File: src/hdl/lras_pkg.sv
// Shared types and constants of the LED-ring animation sequencer.
package lras_pkg;

    localparam logic [2:0] M_IDLE   = 3'd0;
    localparam logic [2:0] M_LISTEN = 3'd1;
    localparam logic [2:0] M_SPEAK  = 3'd2;
    localparam logic [2:0] M_MUTE   = 3'd3;
    localparam logic [2:0] M_UNMUTE = 3'd4;
    localparam logic [2:0] M_OFF    = 3'd5;

    localparam logic [2:0] P_START = 3'd0;
    localparam logic [2:0] P_PRE   = 3'd1;
    localparam logic [2:0] P_UP    = 3'd2;
    localparam logic [2:0] P_DOWN  = 3'd3;
    localparam logic [2:0] P_POST  = 3'd4;
    localparam logic [2:0] P_LIT   = 3'd5;
    localparam logic [2:0] P_DARK  = 3'd6;

    localparam logic [1:0] A_PIXEL   = 2'd0;
    localparam logic [1:0] A_CLEAR   = 2'd1;
    localparam logic [1:0] A_REFRESH = 2'd2;

    localparam logic [2:0] R_IDLE_RGB   = 3'd0;
    localparam logic [2:0] R_LISTEN_RGB = 3'd1;
    localparam logic [2:0] R_SPEAK_RGB  = 3'd2;
    localparam logic [2:0] R_MUTE_RGB   = 3'd3;
    localparam logic [2:0] R_UNMUTE_RGB = 3'd4;
    localparam logic [2:0] R_PEAK       = 3'd5;
    localparam logic [2:0] R_ENABLES    = 3'd6;
    localparam logic [2:0] R_RING_SIZE  = 3'd7;

    localparam logic [11:0] IDLE_PRE_MS   = 12'd2000;
    localparam logic [11:0] IDLE_STEP_MS  = 12'd100;
    localparam logic [11:0] IDLE_POST_MS  = 12'd3000;
    localparam logic [11:0] LISTEN_MS     = 12'd80;
    localparam logic [11:0] SPEAK_STEP_MS = 12'd20;
    localparam logic [11:0] SPEAK_POST_MS = 12'd200;
    localparam logic [11:0] TRANS_STEP_MS = 12'd50;

    typedef enum logic [1:0] {
        SEL_NEW,
        SEL_SAME,
        SEL_IDLE
    } ent_sel_t;

    typedef enum logic [4:0] {
        DP_NOP,
        DP_LATCH,
        DP_TICK_DEC,
        DP_ENTER,
        DP_SET_PRE,
        DP_GROUP0,
        DP_OFF_CLR,
        DP_PRE_CLR,
        DP_MOD_STEP,
        DP_START_UP,
        DP_START_DOWN,
        DP_UP_STEP,
        DP_DOWN_STEP,
        DP_SCALE,
        DP_PIX_IDLE,
        DP_PIX_ALL,
        DP_PAINT_REF,
        DP_FIN_BLACK,
        DP_FIN_CLR,
        DP_FIN_REF,
        DP_LIT,
        DP_DARK,
        DP_LP_SCALE,
        DP_LP_PIX,
        DP_LP_REF,
        DP_FLUSH
    } dp_op_t;

    typedef struct packed {
        dp_op_t   op;
        ent_sel_t sel;
    } dp_cmd_t;

    typedef struct packed {
        logic       op_set;
        logic       mode_diff;
        logic       cleared;
        logic [2:0] mode;
        logic [2:0] phase;
        logic       wait_zero;
        logic       disabled;
        logic       peak_zero;
        logic       up_ok;
        logic       down_ok;
        logic       pix_left;
        logic       lp_left;
        logic       k_zero;
        logic       can_emit;
        logic       p_valid;
        logic       out_free;
    } dp_status_t;

endpackage

File: src/hdl/lras_datapath.sv
// Datapath: configuration, animation state, color scaling and result buffering.
module lras_datapath #(
    parameter int MAX_LEDS   = 32,
    parameter int RAMP_STEPS = 10
) (
    input  logic               clk,
    input  logic               rst_n,
    input  lras_pkg::dp_cmd_t  cmd,
    output lras_pkg::dp_status_t st,
    input  logic               cfg_we,
    input  logic [2:0]         cfg_addr,
    input  logic [23:0]        cfg_wdata,
    input  logic               in_op,
    input  logic [2:0]         in_new_mode,
    input  logic [7:0]         in_random_value,
    output logic               out_valid,
    input  logic               out_ready,
    output logic [1:0]         out_action,
    output logic [4:0]         out_pixel_index,
    output logic [23:0]        out_pixel_rgb,
    output logic               out_last
);
    import lras_pkg::*;

    localparam int RECIP = (65536 + RAMP_STEPS - 1) / RAMP_STEPS;

    function automatic logic [7:0] div255(input logic [15:0] x);
        logic [16:0] t;
        t = {1'b0, x} + 17'd1 + {9'd0, x[15:8]};
        return t[15:8];
    endfunction

    logic [23:0] idle_rgb_reg, listen_rgb_reg, speak_rgb_reg, mute_rgb_reg, unmute_rgb_reg;
    logic [7:0]  peak_reg;
    logic [4:0]  en_reg;
    logic [5:0]  ring_reg;

    logic [2:0]  mode_reg, mode_next;
    logic [2:0]  phase_reg, phase_next;
    logic [7:0]  level_reg, level_next;
    logic [11:0] wait_reg, wait_next;
    logic [4:0]  chosen_reg, chosen_next;
    logic [1:0]  group_reg, group_next;
    logic        cleared_reg, cleared_next;
    logic        op_reg;
    logic [2:0]  newm_reg;
    logic [7:0]  rnd_reg;
    logic [23:0] rgb_reg, rgb_next;
    logic [5:0]  cnt_reg, cnt_next;
    logic [7:0]  rem_reg, rem_next;
    logic [2:0]  k_reg, k_next;

    logic        p_valid_reg, p_valid_next;
    logic [1:0]  p_act_reg, p_act_next;
    logic [4:0]  p_idx_reg, p_idx_next;
    logic [23:0] p_rgb_reg, p_rgb_next;
    logic        o_valid_reg, o_valid_next;
    logic [1:0]  o_act_reg, o_act_next;
    logic [4:0]  o_idx_reg, o_idx_next;
    logic [23:0] o_rgb_reg, o_rgb_next;
    logic        o_last_reg, o_last_next;

    logic [5:0]  n;
    logic [24:0] step_prod;
    logic [7:0]  step;
    logic [8:0]  up_nxt;
    logic [2:0]  newm_clamp;
    logic [7:0]  en_ext;
    logic [23:0] sc_col;
    logic [7:0]  sc_lvl;
    logic [15:0] pr, pg, pb;
    logic [23:0] sc_rgb;
    logic [11:0] step_ms;
    logic [13:0] sub_val;
    logic        emit;
    logic [1:0]  e_act;
    logic [4:0]  e_idx;
    logic [23:0] e_rgb;
    logic        out_free;

    always_comb
    begin
        if (ring_reg == 6'd0)
            n = 6'd1;
        else if ({26'd0, ring_reg} > MAX_LEDS)
            n = 6'(MAX_LEDS);
        else
            n = ring_reg;
    end

    assign step_prod  = {17'd0, peak_reg} * 25'(RECIP);
    assign step       = (step_prod[23:16] == 8'd0) ? 8'd1 : step_prod[23:16];
    assign up_nxt     = {1'b0, level_reg} + {1'b0, step};
    assign newm_clamp = (newm_reg > M_OFF) ? M_OFF : newm_reg;
    assign en_ext     = {3'd0, en_reg};

    always_comb
    begin
        if (cmd.op == DP_LP_SCALE)
        begin
            sc_col = listen_rgb_reg;
            sc_lvl = peak_reg;
        end
        else
        begin
            sc_lvl = level_reg;
            case (mode_reg)
                M_IDLE:  sc_col = idle_rgb_reg;
                M_SPEAK: sc_col = speak_rgb_reg;
                M_MUTE:  sc_col = mute_rgb_reg;
                default: sc_col = unmute_rgb_reg;
            endcase
        end
    end

    assign pr = {8'd0, sc_col[23:16]} * {8'd0, sc_lvl};
    assign pg = {8'd0, sc_col[15:8]} * {8'd0, sc_lvl};
    assign pb = {8'd0, sc_col[7:0]} * {8'd0, sc_lvl};
    assign sc_rgb = {div255(pr), div255(pg), div255(pb)};

    always_comb
    begin
        case (mode_reg)
            M_IDLE:  step_ms = IDLE_STEP_MS;
            M_SPEAK: step_ms = SPEAK_STEP_MS;
            default: step_ms = TRANS_STEP_MS;
        endcase
    end

    // restoring remainder: one shifted compare-subtract per cycle
    assign sub_val = {8'd0, n} << k_reg;

    always_comb
    begin
        mode_next    = mode_reg;
        phase_next   = phase_reg;
        level_next   = level_reg;
        wait_next    = wait_reg;
        chosen_next  = chosen_reg;
        group_next   = group_reg;
        cleared_next = cleared_reg;
        rgb_next     = rgb_reg;
        cnt_next     = cnt_reg;
        rem_next     = rem_reg;
        k_next       = k_reg;
        emit         = 1'b0;
        e_act        = A_PIXEL;
        e_idx        = 5'd0;
        e_rgb        = 24'd0;
        case (cmd.op)
            DP_TICK_DEC:
            begin
                if (wait_reg != 12'd0)
                    wait_next = wait_reg - 12'd1;
            end
            DP_ENTER:
            begin
                case (cmd.sel)
                    SEL_NEW:  mode_next = newm_clamp;
                    SEL_IDLE: mode_next = M_IDLE;
                    default:  mode_next = mode_reg;
                endcase
                cleared_next = 1'b0;
                wait_next    = 12'd0;
                phase_next   = P_START;
            end
            DP_SET_PRE:
            begin
                phase_next = P_PRE;
                wait_next  = IDLE_PRE_MS;
            end
            DP_GROUP0:
                group_next = 2'd0;
            DP_OFF_CLR:
            begin
                emit         = 1'b1;
                e_act        = A_CLEAR;
                cleared_next = 1'b1;
            end
            DP_PRE_CLR:
            begin
                emit     = 1'b1;
                e_act    = A_CLEAR;
                rem_next = rnd_reg;
                k_next   = 3'd7;
            end
            DP_MOD_STEP:
            begin
                if ({6'd0, rem_reg} >= sub_val)
                    rem_next = rem_reg - sub_val[7:0];
                k_next = k_reg - 3'd1;
                if (k_reg == 3'd0)
                    chosen_next = rem_next[4:0];
            end
            DP_START_UP:
            begin
                level_next = 8'd0;
                phase_next = P_UP;
            end
            DP_START_DOWN:
            begin
                level_next = peak_reg;
                phase_next = P_DOWN;
            end
            DP_UP_STEP:
            begin
                if (up_nxt < {1'b0, peak_reg})
                    level_next = up_nxt[7:0];
            end
            DP_DOWN_STEP:
            begin
                if (level_reg > step)
                    level_next = level_reg - step;
            end
            DP_SCALE, DP_LP_SCALE:
            begin
                rgb_next = sc_rgb;
                cnt_next = 6'd0;
            end
            DP_PIX_IDLE:
            begin
                emit  = 1'b1;
                e_idx = chosen_reg;
                e_rgb = rgb_reg;
            end
            DP_PIX_ALL:
            begin
                emit     = 1'b1;
                e_idx    = cnt_reg[4:0];
                e_rgb    = rgb_reg;
                cnt_next = cnt_reg + 6'd1;
            end
            DP_PAINT_REF:
            begin
                emit      = 1'b1;
                e_act     = A_REFRESH;
                wait_next = step_ms;
            end
            DP_FIN_BLACK:
            begin
                emit  = 1'b1;
                e_idx = chosen_reg;
            end
            DP_FIN_CLR:
            begin
                emit  = 1'b1;
                e_act = A_CLEAR;
            end
            DP_FIN_REF:
            begin
                emit       = 1'b1;
                e_act      = A_REFRESH;
                phase_next = P_POST;
                wait_next  = (mode_reg == M_IDLE) ? IDLE_POST_MS : SPEAK_POST_MS;
            end
            DP_LIT:
            begin
                emit       = 1'b1;
                e_act      = A_CLEAR;
                phase_next = P_DARK;
                wait_next  = LISTEN_MS;
            end
            DP_DARK:
                group_next = (group_reg >= 2'd2) ? 2'd0 : group_reg + 2'd1;
            DP_LP_PIX:
            begin
                emit     = 1'b1;
                e_idx    = cnt_reg[4:0] + {3'd0, group_reg};
                e_rgb    = rgb_reg;
                cnt_next = cnt_reg + 6'd3;
            end
            DP_LP_REF:
            begin
                emit       = 1'b1;
                e_act      = A_REFRESH;
                phase_next = P_LIT;
                wait_next  = LISTEN_MS;
            end
            default:
            begin
            end
        endcase
    end

    assign out_free = !o_valid_reg || out_ready;

    always_comb
    begin
        p_valid_next = p_valid_reg;
        p_act_next   = p_act_reg;
        p_idx_next   = p_idx_reg;
        p_rgb_next   = p_rgb_reg;
        o_valid_next = o_valid_reg && !out_ready;
        o_act_next   = o_act_reg;
        o_idx_next   = o_idx_reg;
        o_rgb_next   = o_rgb_reg;
        o_last_next  = o_last_reg;
        if (emit)
        begin
            if (p_valid_reg)
            begin
                o_valid_next = 1'b1;
                o_act_next   = p_act_reg;
                o_idx_next   = p_idx_reg;
                o_rgb_next   = p_rgb_reg;
                o_last_next  = 1'b0;
            end
            p_valid_next = 1'b1;
            p_act_next   = e_act;
            p_idx_next   = e_idx;
            p_rgb_next   = e_rgb;
        end
        else if (cmd.op == DP_FLUSH)
        begin
            o_valid_next = 1'b1;
            o_act_next   = p_act_reg;
            o_idx_next   = p_idx_reg;
            o_rgb_next   = p_rgb_reg;
            o_last_next  = 1'b1;
            p_valid_next = 1'b0;
        end
    end

    always_ff @(posedge clk or negedge rst_n)
    begin
        if (!rst_n)
        begin
            idle_rgb_reg   <= 24'd0;
            listen_rgb_reg <= 24'd0;
            speak_rgb_reg  <= 24'd0;
            mute_rgb_reg   <= 24'd0;
            unmute_rgb_reg <= 24'd0;
            peak_reg       <= 8'd255;
            en_reg         <= 5'd31;
            ring_reg       <= 6'd12;
            mode_reg       <= M_UNMUTE;
            phase_reg      <= P_START;
            level_reg      <= 8'd0;
            wait_reg       <= 12'd0;
            chosen_reg     <= 5'd0;
            group_reg      <= 2'd0;
            cleared_reg    <= 1'b0;
            p_valid_reg    <= 1'b0;
            o_valid_reg    <= 1'b0;
        end
        else
        begin
            if (cfg_we)
            begin
                case (cfg_addr)
                    R_IDLE_RGB:   idle_rgb_reg   <= cfg_wdata;
                    R_LISTEN_RGB: listen_rgb_reg <= cfg_wdata;
                    R_SPEAK_RGB:  speak_rgb_reg  <= cfg_wdata;
                    R_MUTE_RGB:   mute_rgb_reg   <= cfg_wdata;
                    R_UNMUTE_RGB: unmute_rgb_reg <= cfg_wdata;
                    R_PEAK:       peak_reg       <= cfg_wdata[7:0];
                    R_ENABLES:    en_reg         <= cfg_wdata[4:0];
                    R_RING_SIZE:  ring_reg       <= cfg_wdata[5:0];
                    default:      ;
                endcase
            end
            mode_reg    <= mode_next;
            phase_reg   <= phase_next;
            level_reg   <= level_next;
            wait_reg    <= wait_next;
            chosen_reg  <= chosen_next;
            group_reg   <= group_next;
            cleared_reg <= cleared_next;
            p_valid_reg <= p_valid_next;
            o_valid_reg <= o_valid_next;
        end
    end

    always_ff @(posedge clk)
    begin
        if (cmd.op == DP_LATCH)
        begin
            op_reg   <= in_op;
            newm_reg <= in_new_mode;
            rnd_reg  <= in_random_value;
        end
        rgb_reg    <= rgb_next;
        cnt_reg    <= cnt_next;
        rem_reg    <= rem_next;
        k_reg      <= k_next;
        p_act_reg  <= p_act_next;
        p_idx_reg  <= p_idx_next;
        p_rgb_reg  <= p_rgb_next;
        o_act_reg  <= o_act_next;
        o_idx_reg  <= o_idx_next;
        o_rgb_reg  <= o_rgb_next;
        o_last_reg <= o_last_next;
    end

    assign st.op_set    = op_reg;
    assign st.mode_diff = newm_clamp != mode_reg;
    assign st.cleared   = cleared_reg;
    assign st.mode      = mode_reg;
    assign st.phase     = phase_reg;
    assign st.wait_zero = wait_reg == 12'd0;
    assign st.disabled  = (mode_reg >= M_OFF) || !en_ext[mode_reg];
    assign st.peak_zero = peak_reg == 8'd0;
    assign st.up_ok     = up_nxt < {1'b0, peak_reg};
    assign st.down_ok   = level_reg > step;
    assign st.pix_left  = cnt_reg < n;
    assign st.lp_left   = ({1'b0, cnt_reg} + 7'd3) <= {1'b0, n};
    assign st.k_zero    = k_reg == 3'd0;
    assign st.can_emit  = !p_valid_reg || out_free;
    assign st.p_valid   = p_valid_reg;
    assign st.out_free  = out_free;

    assign out_valid       = o_valid_reg;
    assign out_action      = o_act_reg;
    assign out_pixel_index = o_idx_reg;
    assign out_pixel_rgb   = o_rgb_reg;
    assign out_last        = o_last_reg;

endmodule

File: src/hdl/lras_ctrl.sv
// Controller: sequences the animation steps of one input word.
module lras_ctrl (
    input  logic                 clk,
    input  logic                 rst_n,
    input  logic                 in_valid,
    output logic                 in_ready,
    input  lras_pkg::dp_status_t st,
    output lras_pkg::dp_cmd_t    cmd
);
    import lras_pkg::*;

    typedef enum logic [24:0] {
        C_WAIT       = 25'h0000001,
        C_DECODE     = 25'h0000002,
        C_PHASE      = 25'h0000004,
        C_ENTER      = 25'h0000008,
        C_ENTER_CHK  = 25'h0000010,
        C_OFF_CLR    = 25'h0000020,
        C_PRE_CLR    = 25'h0000040,
        C_MOD        = 25'h0000080,
        C_START_UP   = 25'h0000100,
        C_START_DOWN = 25'h0000200,
        C_UP_STEP    = 25'h0000400,
        C_DOWN_STEP  = 25'h0000800,
        C_SCALE      = 25'h0001000,
        C_PIX_IDLE   = 25'h0002000,
        C_PIX_ALL    = 25'h0004000,
        C_PAINT_REF  = 25'h0008000,
        C_FINISH     = 25'h0010000,
        C_FIN_REF    = 25'h0020000,
        C_LIT        = 25'h0040000,
        C_LP_SCALE   = 25'h0080000,
        C_LP_PIX     = 25'h0100000,
        C_LP_REF     = 25'h0200000,
        C_FLUSH      = 25'h0400000,
        C_DARK       = 25'h0800000,
        C_POST       = 25'h1000000
    } ctl_state_t;

    ctl_state_t state_reg, state_next;
    ent_sel_t   sel_reg, sel_next;

    always_comb
    begin
        state_next = state_reg;
        sel_next   = sel_reg;
        cmd.op     = DP_NOP;
        cmd.sel    = sel_reg;
        case (state_reg)
            C_WAIT:
            begin
                if (in_valid)
                begin
                    cmd.op     = DP_LATCH;
                    state_next = C_DECODE;
                end
            end
            C_DECODE:
            begin
                if (st.op_set)
                begin
                    sel_next   = SEL_NEW;
                    state_next = st.mode_diff ? C_ENTER : C_FLUSH;
                end
                else if (st.cleared)
                    state_next = C_FLUSH;
                else if (st.phase == P_START)
                begin
                    sel_next   = SEL_SAME;
                    state_next = C_ENTER;
                end
                else
                begin
                    cmd.op     = DP_TICK_DEC;
                    state_next = C_PHASE;
                end
            end
            C_PHASE:
            begin
                if (!st.wait_zero)
                    state_next = C_FLUSH;
                else
                begin
                    case (st.phase)
                        P_PRE:  state_next = C_PRE_CLR;
                        P_UP:   state_next = C_UP_STEP;
                        P_DOWN: state_next = C_DOWN_STEP;
                        P_POST: state_next = C_POST;
                        P_LIT:  state_next = C_LIT;
                        P_DARK: state_next = C_DARK;
                        default:
                        begin
                            sel_next   = SEL_SAME;
                            state_next = C_ENTER;
                        end
                    endcase
                end
            end
            C_POST:
            begin
                if (st.mode == M_IDLE)
                begin
                    cmd.op     = DP_SET_PRE;
                    state_next = C_FLUSH;
                end
                else if (st.mode == M_SPEAK)
                    state_next = C_START_UP;
                else
                begin
                    sel_next   = SEL_SAME;
                    state_next = C_ENTER;
                end
            end
            C_ENTER:
            begin
                cmd.op     = DP_ENTER;
                state_next = C_ENTER_CHK;
            end
            C_ENTER_CHK:
            begin
                if (st.disabled)
                    state_next = C_OFF_CLR;
                else if (st.mode == M_IDLE)
                begin
                    cmd.op     = DP_SET_PRE;
                    state_next = C_FLUSH;
                end
                else if (st.mode == M_LISTEN)
                begin
                    cmd.op     = DP_GROUP0;
                    state_next = C_LP_SCALE;
                end
                else
                    state_next = C_START_UP;
            end
            C_OFF_CLR:
            begin
                if (st.can_emit)
                begin
                    cmd.op     = DP_OFF_CLR;
                    state_next = C_FLUSH;
                end
            end
            C_PRE_CLR:
            begin
                if (st.can_emit)
                begin
                    cmd.op     = DP_PRE_CLR;
                    state_next = C_MOD;
                end
            end
            C_MOD:
            begin
                cmd.op = DP_MOD_STEP;
                if (st.k_zero)
                    state_next = C_START_UP;
            end
            C_START_UP:
            begin
                cmd.op     = DP_START_UP;
                state_next = st.peak_zero ? C_START_DOWN : C_SCALE;
            end
            C_START_DOWN:
            begin
                cmd.op     = DP_START_DOWN;
                state_next = st.peak_zero ? C_FINISH : C_SCALE;
            end
            C_UP_STEP:
            begin
                cmd.op     = DP_UP_STEP;
                state_next = st.up_ok ? C_SCALE : C_START_DOWN;
            end
            C_DOWN_STEP:
            begin
                cmd.op     = DP_DOWN_STEP;
                state_next = st.down_ok ? C_SCALE : C_FINISH;
            end
            C_SCALE:
            begin
                cmd.op     = DP_SCALE;
                state_next = (st.mode == M_IDLE) ? C_PIX_IDLE : C_PIX_ALL;
            end
            C_PIX_IDLE:
            begin
                if (st.can_emit)
                begin
                    cmd.op     = DP_PIX_IDLE;
                    state_next = C_PAINT_REF;
                end
            end
            C_PIX_ALL:
            begin
                if (!st.pix_left)
                    state_next = C_PAINT_REF;
                else if (st.can_emit)
                    cmd.op = DP_PIX_ALL;
            end
            C_PAINT_REF:
            begin
                if (st.can_emit)
                begin
                    cmd.op     = DP_PAINT_REF;
                    state_next = C_FLUSH;
                end
            end
            C_FINISH:
            begin
                if (st.mode == M_IDLE)
                begin
                    if (st.can_emit)
                    begin
                        cmd.op     = DP_FIN_BLACK;
                        state_next = C_FIN_REF;
                    end
                end
                else if (st.mode == M_SPEAK)
                begin
                    if (st.can_emit)
                    begin
                        cmd.op     = DP_FIN_CLR;
                        state_next = C_FIN_REF;
                    end
                end
                else
                begin
                    sel_next   = SEL_IDLE;
                    state_next = C_ENTER;
                end
            end
            C_FIN_REF:
            begin
                if (st.can_emit)
                begin
                    cmd.op     = DP_FIN_REF;
                    state_next = C_FLUSH;
                end
            end
            C_LIT:
            begin
                if (st.can_emit)
                begin
                    cmd.op     = DP_LIT;
                    state_next = C_FLUSH;
                end
            end
            C_DARK:
            begin
                cmd.op     = DP_DARK;
                state_next = C_LP_SCALE;
            end
            C_LP_SCALE:
            begin
                cmd.op     = DP_LP_SCALE;
                state_next = C_LP_PIX;
            end
            C_LP_PIX:
            begin
                if (!st.lp_left)
                    state_next = C_LP_REF;
                else if (st.can_emit)
                    cmd.op = DP_LP_PIX;
            end
            C_LP_REF:
            begin
                if (st.can_emit)
                begin
                    cmd.op     = DP_LP_REF;
                    state_next = C_FLUSH;
                end
            end
            C_FLUSH:
            begin
                if (!st.p_valid)
                    state_next = C_WAIT;
                else if (st.out_free)
                begin
                    cmd.op     = DP_FLUSH;
                    state_next = C_WAIT;
                end
            end
            default:
                state_next = C_WAIT;
        endcase
    end

    always_ff @(posedge clk or negedge rst_n)
    begin
        if (!rst_n)
        begin
            state_reg <= C_WAIT;
            sel_reg   <= SEL_SAME;
        end
        else
        begin
            state_reg <= state_next;
            sel_reg   <= sel_next;
        end
    end

    assign in_ready = state_reg == C_WAIT;

endmodule

File: src/hdl/led_ring_animation_sequencer_top.sv
// LED-ring animation sequencer top level.
//
// Input stream (s_*): one word is a 1 ms tick (s_tuser = 0) or a mode command
// (s_tuser = 1, mode in s_tdata). Each word yields zero to max(ring_size+1, 3)
// output words on m_* (ring_size taken as 1 to MAX_LEDS): pixel write,
// clear-all or refresh, m_tlast on the final one of that input word.
// Configuration: cfg_we writes register cfg_addr with cfg_wdata; the user
// must write only while the block is idle, which the block does not enforce.
// Flow: a word is taken when s_tready is high; the controller then steps
// through its sequencing states, and an idle pick also runs the remainder
// unit. One word is processed at a time; s_tready is high only between
// words, once the last result has moved into the output register.
// A stalled receiver (m_tready low) holds the output register and the
// controller waits on the one-word pending buffer behind it.
// Reset: asynchronous, active low; configuration and state registers take their
// defaults, mode is unmute and the first tick starts its animation.
module led_ring_animation_sequencer_top #(
    parameter int MAX_LEDS   = 32,
    parameter int RAMP_STEPS = 10
) (
    input  logic        clk,
    input  logic        rst_n,
    input  logic        s_tvalid,
    output logic        s_tready,
    input  logic [15:0] s_tdata,   // new_mode[2:0], random_value[10:3], zero pad
    input  logic [0:0]  s_tuser,   // op[0]
    output logic        m_tvalid,
    input  logic        m_tready,
    output logic [31:0] m_tdata,   // pixel_index[4:0], pixel_rgb[28:5], zero pad
    output logic [1:0]  m_tuser,   // action[1:0]
    output logic        m_tlast,
    input  logic        cfg_we,
    input  logic [2:0]  cfg_addr,
    input  logic [23:0] cfg_wdata
);
    import lras_pkg::*;

    dp_cmd_t    cmd;
    dp_status_t st;
    logic [4:0]  pix_idx;
    logic [23:0] pix_rgb;

    lras_ctrl u_ctrl (
        .clk      (clk),
        .rst_n    (rst_n),
        .in_valid (s_tvalid),
        .in_ready (s_tready),
        .st       (st),
        .cmd      (cmd)
    );

    lras_datapath #(
        .MAX_LEDS   (MAX_LEDS),
        .RAMP_STEPS (RAMP_STEPS)
    ) u_dp (
        .clk             (clk),
        .rst_n           (rst_n),
        .cmd             (cmd),
        .st              (st),
        .cfg_we          (cfg_we),
        .cfg_addr        (cfg_addr),
        .cfg_wdata       (cfg_wdata),
        .in_op           (s_tuser[0]),
        .in_new_mode     (s_tdata[2:0]),
        .in_random_value (s_tdata[10:3]),
        .out_valid       (m_tvalid),
        .out_ready       (m_tready),
        .out_action      (m_tuser),
        .out_pixel_index (pix_idx),
        .out_pixel_rgb   (pix_rgb),
        .out_last        (m_tlast)
    );

    assign m_tdata = {3'd0, pix_rgb, pix_idx};

    a_no_pending_when_ready: assert property (@(posedge clk) disable iff (!rst_n)
        s_tready |-> !st.p_valid)
        else $error("pending word left over between input words");

    a_mode_range: assert property (@(posedge clk) disable iff (!rst_n)
        st.mode <= M_OFF)
        else $error("mode out of range");

    a_out_hold: assert property (@(posedge clk) disable iff (!rst_n)
        (m_tvalid && !m_tready) |=> (m_tvalid && $stable(m_tdata) &&
                                     $stable(m_tuser) && $stable(m_tlast)))
        else $error("output word changed while stalled");

endmodule

File: config.mk
export PLATFORM = sky130hd
export DESIGN_NAME = led_ring_animation_sequencer_top
export DESIGN_NICKNAME = d
export VERILOG_FILES = /design/src/hdl/lras_pkg.sv /design/src/hdl/lras_datapath.sv /design/src/hdl/lras_ctrl.sv /design/src/hdl/led_ring_animation_sequencer_top.sv
export SDC_FILE = /design/constraint.sdc
export NUM_CORES = 1
export LEC_CHECK = 0
export BUFFER_PORTS_ARGS = -buffer_cell sky130_fd_sc_hd__buf_2
export CORE_MARGIN = 8
export CORE_UTILIZATION = 60
export DETAILED_ROUTE_END_ITERATION = 7
export PLACE_DENSITY = 0.83
export SLEW_MARGIN = 0
export SYNTH_ARGS = -nofsm -noshare
export SYNTH_HDL_FRONTEND = slang
export SYNTH_HIERARCHICAL = 1
export SYNTH_SLANG_ARGS = --single-unit
File: constraint.sdc
create_clock -name clk -period 13.7 [get_ports clk]
set_input_delay 1.37 -clock clk [delete_from_list [all_inputs] [get_ports clk]]
set_output_delay 1.37 -clock clk [all_outputs]
set_load 0.01 [all_outputs]
==> results of run 1 <==
[layer usage]
layer	part of all wire	wire length, um	global-route usage	vias to the layer above
li1	-	-	-	8963
met1	0.40	25600	0.316	9661
met2	0.49	31700	0.457	767
met3	0.070	4490	0.0500	182
met4	0.042	2720	0.119	4
met5	0.00042	27	0	-
[critical path: cells and delay by family, from the launching register on]
kind            cells  cell delay [ns]
xor+xnor            1             0.17
flops               1             0.47
compound gates     17             4.15
buf+inv             5             1.24
fa+ha+maj           7             3.06
simple gates       13             2.62
[worst max path at each step]
stage | startpoint | endpoint | slack [ns] | cells after the start
after detailed placement | u_dp/cnt_reg[0] | u_dp/rgb_reg[21] | 1.79 | 44
after global routing | u_dp/cnt_reg[0] | u_dp/rgb_reg[21] | 0.90 | 44
after floorplan | u_dp/mode_reg[1] | u_dp/rgb_reg[7] | 3.96 | 43
after global placement | u_dp/cnt_reg[0] | u_dp/rgb_reg[21] | 2.13 | 44
final | u_dp/ring_reg[5] | u_dp/rgb_reg[23] | 1.66 | 43
after CTS | u_dp/cnt_reg[0] | u_dp/rgb_reg[21] | 1.73 | 44
[synthesized netlist by cell type, types with 10 or more instances]
master | count | share of area
nand2b_1 | 31 | 0.0077
or2_2 | 13 | 0.0032
and2_1 | 39 | 0.0097
mux2_2 | 162 | 0.072
nand2_1 | 236 | 0.035
xor2_1 | 37 | 0.013
ha_1 | 224 | 0.11
mux2i_1 | 29 | 0.012
o221ai_1 | 20 | 0.0070
nor2b_1 | 24 | 0.0060
dfstp_2 | 18 | 0.019
nor3_1 | 53 | 0.011
o21bai_1 | 12 | 0.0036
o22a_1 | 15 | 0.0052
o21a_1 | 13 | 0.0039
a211oi_1 | 10 | 0.0030
nor3b_1 | 11 | 0.0033
fa_1 | 129 | 0.10
nand3_1 | 52 | 0.010
edfxtp_1 | 116 | 0.14
inv_1 | 270 | 0.040
o21ai_0 | 76 | 0.015
o211ai_1 | 10 | 0.0030
buf_1 | 10 | 0.0015
a21oi_1 | 139 | 0.028
xnor2_1 | 52 | 0.018
clkbuf_1 | 72 | 0.011
nor4_1 | 17 | 0.0042
dfrtp_1 | 184 | 0.18
nand4_1 | 17 | 0.0042
o31ai_1 | 14 | 0.0042
nand4b_1 | 11 | 0.0038
a21o_1 | 19 | 0.0057
a31oi_1 | 19 | 0.0047
or3_1 | 14 | 0.0035
nor2_1 | 185 | 0.028
[layout make-up]
cell class	count	share of cell area
Multi-Input combinational cell	1846	0.555
Sequential cell	318	0.315
Clock buffer	53	0.0378
Inverter	272	0.0376
Tap cell	539	0.0248
Timing Repair Buffer	112	0.0242
Clock inverter	12	0.00470
Antenna cell	2	0.000184
[cell families after synthesis]
logic type / share of synthesized area
muxes: 0.0849
other: 0.000149
AOI/OAI and AO/OA: 0.116
and+or+nand+nor: 0.152
xor gates and xnor gates: 0.0310
DFF: 0.340
adders and majority gates: 0.214
buffers and inverters: 0.0623
[power groups by stage]
stage,logic [mW],clock network (mW),registers (mW)
final,3.70,0.951,1.31
after floorplan,2.72,0,1.27
after detailed placement,3.62,0,1.32
after CTS,3.65,0.973,1.30
after global placement,3.46,0,1.31
after global routing,4.14,1.01,1.32
[through the flow]
stage,power (mW),cell area (um^2),setup WS [ns],cells
after floorplan,3.99,25200,3.96,2543
after detailed placement,4.94,26000,1.79,3087
after global routing,6.47,27200,0.897,3152
final,5.95,27200,1.66,3154
after CTS,5.93,27200,1.73,3152
after global placement,4.77,26000,2.13,3087
==> out/qor.yml, run 1 <==
outcome:
  status: "finished, final reports clean"
clock_tree:
  clock_path_buffers: 3
  numCtsBuffers: 36
  insertion_delay_ns: 0.55
  root_buffer: "clkbuf_16"
  ctsHoldBuffers: 0
  clock_sinks: 318
  htree_levels: 2
  path_clk_slew_ns: 0.06
  ctsResizeCount: 0
  post-cts-setup-buffers: 0
  cts_tree: "yes"
floorplan:
  dieArea_um2: 48800
  io_pins: 86
  core_area_um2: 41700
  die_h_um: 221
  die_w_um: 221
  row_count: 75
  start_util: 0.604
grt:
  track_usage: 0.263
  grt_max_degree: 84
  grt_pass1_wl_mm: 106
  grt_pass1_vias: 20500
  grt-ovfl-total: 0
  antenna_found_initial: 3
timing:
  min_period_over_period: 0.879
  rsz0062_at_grt: "no"
  hold_ws_ns: 0.415
  finalSetupTns_ns: 0
  final_max_slew_viol_count: 0
  period_needed_ns: 12.04
  max-slew-margin-rel: 0.250
  hold_viol: 0
  setup_viol: 0
  worst_pin_slew_ns: 1.12
  clock_skew_ns: 0.0130
  max_freq_mhz: 83.1
power:
  switchingPower_mw: 2.76
  p_int_mw: 3.20
  pwr-share-seq: 0.220
  p_sw_frac: 0.463
  pwr-share-clk: 0.160
  ir_drop_mv: 0.129
  comb_power_share: 0.621
  p_per_area_nw_per_um2: 219
  leakage_nw: 12.4
logic_synthesis:
  synth-edff-count: 116
  netlist_instances: 2541
  synth_seq_cells: 318
  synth_area_um2: 25200
  yosysSeqAreaShare: 0.340
  syn_area_per_cell_um2: 9.91
  async_reset_ff_frac: 0.635
  synth_warnings: 6
  yosysUniqueCellTypes: 99
  synth_flop_cell: "dfrtp_1"
critical_path:
  r2r_start: "u_dp/ring_reg[5]"
  crit_slowest_cell: "a21oi_1"
  max_stage_delay_ns: 0.85
  worstPathArrival_ns: 12.32
  required_ns: 13.98
  critPathCaptureType: "register"
  r2r_slack_ns: 1.66
  r2r_end: "u_dp/rgb_reg[23]"
  worstPathMaxFanout: 29
  worst_setup_path_start_kind: "register"
  crit_type: "register to register"
  r2r_cells: 43
min_path:
  whs_path_depth: 0
  min_path_type: "register to register"
  hold_path.startpoint: "u_dp/p_idx_reg[0]"
  holdPathEnd: "u_dp/out_pixel_index[0]"
route:
  wl_per_cell_um: 20.5
  antenna_left: 0
  drt_iter0_drc: 1740
  drc: 0
  viasPerCell: 6.21
  firstDrtPassIters: 6
  vias: 19600
  wl_mm: 64.5
final_layout:
  finish.utilization: 0.652
  regArea_um2: 8560
  finalNetCount: 2988
  mostFrequentLayoutCells: "inv_1, nand2_1, ha_1"
  largest_register_ffs: 25
  fill_cells: 3252
  final_common_cell: "inv_1"
  drive_gt1_frac: 0.153
  area_delta_synth_final_pct: 7.89
  multi_input_area_um2: 15100
placement:
  io_buffers: 77
  dp_hpwl_mm: 48.2
  globalplace.congestion: 0.936
flow_run:
  maxCapViolCount: 0
Power figures use the tool's default switching activity.
==> run 2: changes to the inputs <==
--- a/config.mk
+++ b/config.mk
@@ -9,7 +9,7 @@
 export CORE_MARGIN = 8
 export CORE_UTILIZATION = 60
 export DETAILED_ROUTE_END_ITERATION = 7
-export PLACE_DENSITY = 0.83
+export PLACE_DENSITY = 0.77
 export SLEW_MARGIN = 0
 export SYNTH_ARGS = -nofsm -noshare
 export SYNTH_HDL_FRONTEND = slang
==> out/qor.yml, run 2 (synthesis results as in run 1) <==
clock_tree:
  ctsHoldBuffers: 0  # unchanged
  insertion_delay_ns: 0.56  # about the same
  path_clk_slew_ns: 0.06  # about the same
  numCtsBuffers: 37  # +2.8%
  post-cts-setup-buffers: 0  # unchanged
  clock_sinks: 318  # unchanged
  cts_tree: "yes"
  ctsResizeCount: 0  # unchanged
  root_buffer: "clkbuf_16"
  clock_path_buffers: 3  # unchanged
  htree_levels: 2  # unchanged
final_layout:
  finalNetCount: 2988  # unchanged
  largest_register_ffs: 25  # unchanged
  final_common_cell: "inv_1"
  area_delta_synth_final_pct: 8.02
  drive_gt1_frac: 0.156  # +0.00218
  mostFrequentLayoutCells: "inv_1, nand2_1, ha_1"
  diodes: 0  # -2
floorplan:
  die_h_um: 221  # unchanged
  core_area_um2: 41700  # unchanged
  die_w_um: 221  # unchanged
  io_pins: 86  # unchanged
  dieArea_um2: 48800  # unchanged
  start_util: 0.604  # unchanged
  row_count: 75  # unchanged
route:
  wl_mm: 62.9  # -2.5%
  viasPerCell: 6.13  # -1.2%
  drc: 0  # unchanged
  wl_met3_mm: 3.99  # -11%
  dr.max_layer_used: "met5"
  wl_met1_mm: 25.8  # +0.89%
  antenna_left: 0  # unchanged
  wl_per_cell_um: 20.0  # -2.5%
  vias: 19300  # -1.2%
  drt_iter0_drc: 1459  # -16%
  met2_length_mm: 30.8  # -2.7%
  firstDrtPassIters: 6  # unchanged
timing:
  max-slew-margin-rel: 0.192  # -0.0580
  worst_pin_slew_ns: 1.21  # +0.0870 ns
  final_max_slew_viol_count: 0  # unchanged
  setup_viol: 0  # unchanged
  clock_skew_ns: 0.0137  # +0.000731 ns
  rsz0062_at_grt: "no"
  period_needed_ns: 12.00  # -0.0376 ns
  hold_viol: 0  # unchanged
  finalSetupTns_ns: 0  # unchanged
  max_freq_mhz: 83.3  # +0.31%
  min_period_over_period: 0.876  # -0.00274
power:
  leakage_nw: 12.4  # about the same
  ir_drop_mv: 0.144  # +12%
  finalPower_mw: 5.95  # about the same
  p_per_area_nw_per_um2: 219  # -0.14%
critical_path:
  max_stage_delay_ns: 0.59  # -0.26 ns
  worstPathMaxFanout: 29  # unchanged
  critPathCaptureType: "register"
  required_ns: 13.99  # about the same
  worstPathArrival_ns: 12.29  # -0.03 ns
  crit_slowest_cell: "and2_1"
  crit_type: "register to register"
  r2r_slack_ns: 1.70  # +0.04 ns
  worst_setup_path_start_kind: "register"
  cpMostUsedCell: "a21oi_1"
grt:
  antenna_found_initial: 1  # -2
  track_usage: 0.257  # -0.00633
  grt_pass1_wl_mm: 103  # -2.4%
  grt_max_degree: 77  # -8.3%
  grt-ovfl-total: 0  # unchanged
  grt_pass1_vias: 20000  # -2.2%
placement:
  dp_hpwl_mm: 47.1  # -2.3%
  globalplace.congestion: 0.948  # +1.2%
  io_buffers: 77  # unchanged
flow_run:
  maxCapViolCount: 0  # unchanged
outcome:
  status: "finished, final reports clean"
min_path:
  min_path_type: "register to register"
==> run 2: layout make-up <==
cell class	count	area (um^2)
clock inverters	19	164
multi-input cells	1846	15100
well taps	539	674
repair buffers	111	649
inverters	272	1020
clock buffers	49	1030
fillers	3295	14500
flip-flops and latches	318	8560
==> run 2: worst paths after layout <==
path,startpoint,end,cells past startpoint
worst max-delay path,u_dp/cnt_reg[0],u_dp/rgb_reg[7],47
worst min register to register,u_dp/p_rgb_reg[18],u_dp/out_pixel_rgb[18],0
worst min-delay path,u_dp/p_rgb_reg[18],u_dp/out_pixel_rgb[18],0
min in group asynchronous,rst_n,u_ctrl/state_reg[4],1
worst max register to register,u_dp/cnt_reg[0],u_dp/rgb_reg[7],47
max in group asynchronous,rst_n,u_dp/speak_rgb_reg[0],3
==> run 2: per-stage QoR <==
stage                     area, um^2  instances  worst slack (ns)  hold slack, ns   util
final                          27200       3154              1.70           0.416  0.653
after detailed placement       26000       3086              1.97           0.405  0.624
after CTS                      27200       3154              1.87           0.414  0.653
after floorplan                25200       2543              3.96           0.400      -
after global placement         26000       3086              2.19           0.403  0.624
after global routing           27200       3154             0.923           0.423  0.653
==> run 2: worst max-delay path, delay by kind of cell (launching register included) <==
family | cells | cell delay (ns)
buf+inv | 7 | 1.14
compound gates | 15 | 3.15
flops | 1 | 0.49
simple gates | 15 | 3.36
fa+ha+maj | 8 | 3.15
xor+xnor | 2 | 0.41
==> run 2: power breakdown <==
group	internal, mW	switching (mW)	total [mW]	leakage, nW
logic	1.45	2.22	3.68	8.29
clock network	0.572	0.398	0.970	0.581
registers	1.18	0.129	1.31	3.53
==> run 2: routing by layer <==
metal  vias to the layer above  track usage
li1                       8941            -
met1                      9519        0.319
met2                       714        0.445
met3                       157       0.0456
met4                         2       0.0954
met5                         -            0
